--- config.mk ---
export PLATFORM = sky130hd
export DESIGN_NAME = mbrc_emit_flat
export DESIGN_NICKNAME = d
export VERILOG_FILES = /design/src/rtl/mbrc_pkg.sv /design/src/rtl/mbrc_if.sv /design/src/rtl/mbrc_emit.sv /design/src/flat_wrapper.sv
export SDC_FILE = /design/constraint.sdc
export NUM_CORES = 1
export LEC_CHECK = 0
export ABC_CLOCK_PERIOD_IN_PS = 7040
export BUFFER_PORTS_ARGS = -buffer_cell sky130_fd_sc_hd__buf_2
export CORE_ASPECT_RATIO = 0.6
export CORE_UTILIZATION = 56
export CTS_CLUSTER_DIAMETER = 100
export DETAILED_ROUTE_END_ITERATION = 8
export PLACE_DENSITY_LB_ADDON = 0.15
export SYNTH_ARGS = -nofsm -noshare
export SYNTH_HDL_FRONTEND = slang
export SYNTH_SLANG_ARGS = --single-unit
--- constraint.sdc ---
create_clock -name clk -period 7.04 [get_ports clk]
set_input_delay 0.352 -clock clk [delete_from_list [all_inputs] [get_ports clk]]
set_output_delay 0.352 -clock clk [all_outputs]
set_load 0.05 [all_outputs]
--- src/rtl/mbrc_pkg.sv ---
`timescale 1ns / 1ps
`default_nettype none
// ----------------------------------------------------------------------------
// mbrc_pkg: shared types and constants
// Status codes, register indexes, frame constants and the byte-wide CRC-16
// update for the read-holding-registers reply checker.
// ----------------------------------------------------------------------------
package mbrc_pkg;

  localparam int MAX_REGS  = 6;
  localparam int COUNT_W   = $clog2(MAX_REGS + 1);
  localparam int INDEX_W   = 3;
  localparam int CFG_IDX_W = 2;
  localparam int CFG_DATA_W = 8;

  localparam logic [15:0] CRC_POLY = 16'hA001;
  localparam logic [15:0] CRC_INIT = 16'hFFFF;
  localparam logic [7:0]  FUNC_READ_HOLDING = 8'h03;
  localparam logic [4:0]  POS_MAX = 5'd31;

  // result status codes
  localparam logic [2:0] ST_OK    = 3'd0;
  localparam logic [2:0] ST_CRC   = 3'd1;
  localparam logic [2:0] ST_ADDR  = 3'd2;
  localparam logic [2:0] ST_FUNC  = 3'd3;
  localparam logic [2:0] ST_COUNT = 3'd4;

  // configuration register indexes
  localparam logic [CFG_IDX_W-1:0] REG_SLAVE_ADDRESS  = 2'd0;
  localparam logic [CFG_IDX_W-1:0] REG_REGISTER_COUNT = 2'd1;

  // one checked frame, handed to the result stage
  typedef struct packed {
    logic [2:0]                    status;
    logic [COUNT_W-1:0]            count;
    logic [MAX_REGS-1:0][15:0]     words;
  } frame_result_t;

  // reflected CRC-16 update over one byte
  function automatic logic [15:0] crc_feed(input logic [15:0] crc, input logic [7:0] b);
    logic [15:0] c;
    c = crc ^ {8'h00, b};
    for (int k = 0; k < 8; k++) begin
      if (c[0]) begin
        c = (c >> 1) ^ CRC_POLY;
      end else begin
        c = c >> 1;
      end
    end
    return c;
  endfunction

endpackage
`default_nettype wire

--- src/rtl/mbrc_if.sv ---
`timescale 1ns / 1ps
`default_nettype none


interface mbrc_res_if;
  logic        valid;
  logic        ready;
  logic [2:0]  status;
  logic [2:0]  register_index;
  logic [15:0] register_value;
  logic        last_result;

  modport source (output valid, status, register_index, register_value, last_result,
                  input ready);
  modport sink   (input valid, status, register_index, register_value, last_result,
                  output ready);
endinterface
`default_nettype wire

--- src/rtl/mbrc_emit.sv ---
`timescale 1ns / 1ps
`default_nettype none
// ----------------------------------------------------------------------------
// mbrc_emit: result beat sequencer
// Holds one checked frame and plays it out as result beats, one register
// word per beat, through a shift buffer.
// ----------------------------------------------------------------------------
module mbrc_emit (
  input  wire logic                  clk,
  input  wire logic                  rst,
  input  wire logic                  load,
  input  wire mbrc_pkg::frame_result_t frame,
  output logic                       can_load,
  mbrc_res_if.source                 res
);
  import mbrc_pkg::*;

  logic [COUNT_W-1:0]        remaining;
  logic [INDEX_W-1:0]        index;
  logic [2:0]                status;
  logic [MAX_REGS-1:0][15:0] words;
  logic                      take;

  assign take     = res.valid && res.ready;
  // free now, or the final beat leaves this cycle
  assign can_load = (remaining == '0) ||
                    ((remaining == COUNT_W'(1)) && res.ready);

  always_ff @(posedge clk) begin
    if (rst) begin
      remaining <= '0;
      index     <= '0;
      status    <= ST_OK;
    end else if (load) begin
      remaining <= frame.count;
      index     <= '0;
      status    <= frame.status;
    end else if (take) begin
      remaining <= remaining - COUNT_W'(1);
      index     <= index + INDEX_W'(1);
    end
  end

  always_ff @(posedge clk) begin
    if (load) begin
      words <= frame.words;
    end else if (take) begin
      words <= {16'h0000, words[MAX_REGS-1:1]};
    end
  end

  assign res.valid          = (remaining != '0);
  assign res.status         = status;
  assign res.register_index = index;
  assign res.register_value = words[0];
  assign res.last_result    = (remaining == COUNT_W'(1));

endmodule
`default_nettype wire

--- src/flat_wrapper.sv ---
// flat-port wrapper written by rule: the top's interface ports become plain ports
module mbrc_emit_flat import mbrc_pkg::*;
  (clk, rst, load, frame, can_load, res_valid, res_status, res_register_index, res_register_value, res_last_result, res_ready);
  mbrc_res_if res_i ();
  input  wire logic clk;
  input  wire logic rst;
  input  wire logic load;
  input  wire mbrc_pkg::frame_result_t frame;
  output logic can_load;
  output wire logic [$bits(res_i.valid)-1:0] res_valid;
  output wire logic [$bits(res_i.status)-1:0] res_status;
  output wire logic [$bits(res_i.register_index)-1:0] res_register_index;
  output wire logic [$bits(res_i.register_value)-1:0] res_register_value;
  output wire logic [$bits(res_i.last_result)-1:0] res_last_result;
  input wire logic [$bits(res_i.ready)-1:0] res_ready;
  assign res_valid = res_i.valid;
  assign res_status = res_i.status;
  assign res_register_index = res_i.register_index;
  assign res_register_value = res_i.register_value;
  assign res_last_result = res_i.last_result;
  assign res_i.ready = res_ready;
  mbrc_emit u_core (.clk(clk), .rst(rst), .load(load), .frame(frame), .can_load(can_load), .res(res_i));
endmodule
==> tab_implementation.tex <==
\begin{tabular}{lr}
\hline
Metric & Value \\
\hline
\multicolumn{2}{l}{\textbf{Critical path}} \\
\quad WP data arrival & 2350 ps \\
\quad Kind of start point of the critical path & flip-flop \\
\quad Required time of the worst setup path & 7000 ps \\
\quad Crit path max fanout & 96 \\
\quad Worst Setup End Kind & flip-flop \\
\quad Worst Setup Path Type & flip-flop to flip-flop \\
\multicolumn{2}{l}{\textbf{Pwr}} \\
\quad Power density normalized to cell area & 273 nW/um\^{}2 \\
\quad Leakage power & 2.22 nW \\
\quad Worst vdd rail ir drop & 0.218 mV \\
\multicolumn{2}{l}{\textbf{Route}} \\
\quad Drt total wl & 7610 um \\
\quad Iteration-0 DRC Markers & 172 \\
\quad Routed len/inst & 15.2 um \\
\quad Post-detailed-route via-to-cell ratio & 5.05 \\
\quad DR pass1 iterations & 4 \\
\quad Residual DRC count & 0 \\
\quad Routed Antenna Nets & 0 \\
\quad Vias after detailed routing & 2527 \\
\multicolumn{2}{l}{\textbf{STA}} \\
\quad Worst setup skew after layout & 4.43 ps \\
\quad Post-route setup slack & 4650 ps \\
\quad Post-route minimum period & 2390 ps \\
\quad Maximum frequency from static timing analysis & 418 MHz \\
\quad Final TNS setup & 0 ps \\
\quad Ratio of final minimum period to clock period & 0.340 \\
\quad Transition at the pin with the smallest max-transition slack & 1170 ps \\
\quad Worst rel slew slack & 0.221 \\
\quad Final number of max-transition violations & 0 \\
\quad Hold Violations, Final & 0 \\
\quad Number of setup violations in the final report & 0 \\
\quad Setup repair after global routing missed its margin & false \\
\multicolumn{2}{l}{\textbf{Global route}} \\
\quad Wire length of the first global-routing pass & 11600 um \\
\quad Pin count of the biggest net entering global routing & 97 \\
\quad Global-route usage over all layers & 0.184 \\
\quad Total global routing overflow & 0 \\
\quad Via count of the first global-routing pass & 2453 \\
\quad Number of antenna violations at the first check in global routing & 1 \\
\multicolumn{2}{l}{\textbf{Floorplan}} \\
\quad Chip Width & 119 um \\
\quad Placement row count & 25 \\
\quad Core outline area & 7880 um\^{}2 \\
\quad Initial Util & 0.579 \\
\quad Full die area & 8530 um\^{}2 \\
\quad Overall die height & 71.9 um \\
\quad Number of I/O pins & 131 \\
\multicolumn{2}{l}{\textbf{Yosys}} \\
\quad Register bit total from synthesis & 105 \\
\quad Top cell types by occurrence after synthesis & 96 x sky130\_fd\_sc\_hd\_\_edfxtp\_1, 80 x sky130\_fd\_sc\_hd\_\_mux2\_2, 18 x sky130\_fd\_sc\_hd\_\_buf\_4, 16 x sky130\_fd\_sc\_hd\_\_and2\_1, 9 x sky130\_fd\_sc\_hd\_\_dfxtp\_1 \\
\quad Library cell with the largest summed area after synthesis & sky130\_fd\_sc\_hd\_\_edfxtp\_1 \\
\quad Main flop type after synthesis & sky130\_fd\_sc\_hd\_\_edfxtp\_1 \\
\quad Basic-gate share of the synthesized area counting and, or, nand and nor cells & 0.0433 \\
\quad Synthesized instance count & 274 \\
\quad Mux cell area share after synthesis & 0.204 \\
\quad Net Count, Synth & 384 \\
\quad Top cells by area, synth & sky130\_fd\_sc\_hd\_\_edfxtp\_1 63\%, sky130\_fd\_sc\_hd\_\_mux2\_2 20\%, sky130\_fd\_sc\_hd\_\_dfxtp\_1 3.9\% \\
\quad Count of distinct cell types in the synthesized netlist & 30 \\
\quad Number of enable flip-flop cells after synthesis & 96 \\
\quad Fraction of synthesized cell area taken by the top area cell type & 0.632 \\
\quad Combinational family with the most area after synthesis & multiplexers \\
\quad Sequential-to-total area share from yosys stat & 0.671 \\
\quad Post-Synthesis Mean Instance Area & 16.7 um\^{}2 \\
\quad Count of warnings emitted by yosys & 0 \\
\quad Ys async rst share & 0 \\
\quad Arithmetic-cell share of the synthesized area counting full adders, half adders and majority gates & 0.0110 \\
\quad Most common cell in the netlist & sky130\_fd\_sc\_hd\_\_edfxtp\_1 \\
\quad Area of the mapped netlist & 4560 um\^{}2 \\
\quad Xor/xnor cell area share of the yosys netlist & 0 \\
\quad Post-synthesis compound-gate area fraction & 0.0214 \\
\multicolumn{2}{l}{\textbf{Clocking}} \\
\quad Number of buffers inserted by post-CTS setup repair & 0 \\
\quad Cts bufs inserted & 9 \\
\quad Worst skew pair latency & 340 ps \\
\quad Master cell of the clock root buffer & sky130\_fd\_sc\_hd\_\_clkbuf\_16 \\
\quad CTS tree & yes \\
\quad CTS Sinks & 105 \\
\quad Post-CTS Hold Fix Bufs & 0 \\
\quad Number of H-tree levels & 3 \\
\quad Clock transition at the registers of the reported paths & 70 ps \\
\quad CTS resizes & 0 \\
\quad Maximum buffer depth of the clock tree & 2 \\
\multicolumn{2}{l}{\textbf{Place}} \\
\quad HPWL reported at the end of detailed placement & 4920 um \\
\quad Quantity of I/O buffers inserted on ports & 130 \\
\quad Final weighted congestion in routability-driven placement & 0.762 \\
\quad Pre-CTS WS & 4680 ps \\
\multicolumn{2}{l}{\textbf{Cells and area}} \\
\quad Share of cells above drive strength 1 & 0.589 \\
\quad Area added between synthesis and finish & 20.0\% \\
\quad Diode insertion count for antenna repair & 0 \\
\quad Final \#Nets & 497 \\
\multicolumn{2}{l}{\textbf{Hold path}} \\
\quad Min-Delay Path Class & primary input to flip-flop \\
\multicolumn{2}{l}{\textbf{Status}} \\
\quad Outcome & complete, no violations \\
\multicolumn{2}{l}{\textbf{Run}} \\
\quad Max-capacitance violation count & 0 \\
\hline
\end{tabular}
==> cell families (layout without fill, tap and decap cells) <==
kind of cell    after synthesis  after routing
simple gates                 33             33
mux                          83             83
compound gates               14             14
fa+ha+maj                     4              4
flops                       105            105
buf+inv                      35            153
==> stage by stage <==
stage	instance area, um^2	total power, W	hold slack, ps	utilization	std cells
after floorplan	4560	0.000946	424	-	274
after global placement	5170	0.000985	460	0.655	484
after detailed placement	5170	0.000994	473	0.655	484
after CTS	5480	0.00151	236	0.695	500
after global routing	5480	0.00155	284	0.695	500
final	5480	0.00150	247	0.695	500
==> sequential cells by signal (all words and copies together), names as in the netlist <==
register                   flops
u_core.res.status              3
u_core.words                  80
u_core.remaining               3
u_core.res.register_index      3
u_core.res.register_value     16
==> layer usage <==
metal | up-vias | track usage | part of all wire
li1 | 1233 | - | -
met1 | 1189 | 0.221 | 0.44
met2 | 94 | 0.305 | 0.47
met3 | 11 | 0.0660 | 0.073
met4 | 0 | 0.0759 | 0.015
met5 | - | 0 | 0
==> cell usage in the layout, fill, tap and decap left out, types with 2 or more instances in the layout <==
master	instances
sky130_fd_sc_hd__edfxtp_1	96
sky130_fd_sc_hd__o21ai_0	2
sky130_fd_sc_hd__nor2_1	4
sky130_fd_sc_hd__nor2b_1	2
sky130_fd_sc_hd__clkinv_1	2
sky130_fd_sc_hd__dfxtp_1	9
sky130_fd_sc_hd__bufinv_16	2
sky130_fd_sc_hd__ha_1	4
sky130_fd_sc_hd__and2_1	16
sky130_fd_sc_hd__buf_2	129
sky130_fd_sc_hd__a21oi_1	6
sky130_fd_sc_hd__mux2i_1	3
sky130_fd_sc_hd__nand2_1	3
sky130_fd_sc_hd__clkbuf_16	9
sky130_fd_sc_hd__clkinv_2	2
sky130_fd_sc_hd__mux2_2	80
sky130_fd_sc_hd__inv_1	5
sky130_fd_sc_hd__buf_4	2
sky130_fd_sc_hd__nor3_1	2
==> worst paths after layout <==
path	start	end	slack (ps)	cells past startpoint
worst max-delay path	u_core.remaining[0]$_SDFFE_PP0P_	u_core.res.register_value[15]$_DFFE_PP_	4650	5
worst min register to register	u_core.res.register_index[2]$_SDFFE_PP0P_	u_core.res.register_index[2]$_SDFFE_PP0P_	480	2
worst max register to register	u_core.remaining[0]$_SDFFE_PP0P_	u_core.res.register_value[15]$_DFFE_PP_	4650	5
worst min-delay path	frame[100]	u_core.res.status[1]$_SDFFE_PP0P_	250	3
==> critical path, stage by stage (launching register included) <==
cell                      delay (ps)
sky130_fd_sc_hd__dfxtp_1         370
sky130_fd_sc_hd__inv_1           100
sky130_fd_sc_hd__ha_1            220
sky130_fd_sc_hd__nor2b_4         150
sky130_fd_sc_hd__inv_1           190
sky130_fd_sc_hd__a21o_4          920
==> layout make-up <==
class | count | area, um^2
clock buffers | 9 | 225
clock inverters | 7 | 85.1
fillers | 553 | 2410
inverters | 6 | 25.0
multi-input cells | 134 | 1280
flip-flops and latches | 105 | 3060
well taps | 108 | 135
repair buffers | 131 | 661
==> report_power, final <==
part | total, W | leakage (nW) | switching, W | internal [W]
combinational | 0.000198 | 1.02 | 0.000116 | 0.0000821
sequential | 0.000782 | 1.05 | 0.0000173 | 0.000765
clock | 0.000518 | 0.150 | 0.000210 | 0.000308
total | 0.00150 | 2.22 | 0.000343 | 0.00115
Note: power is estimated with default switching activity, not from simulation.
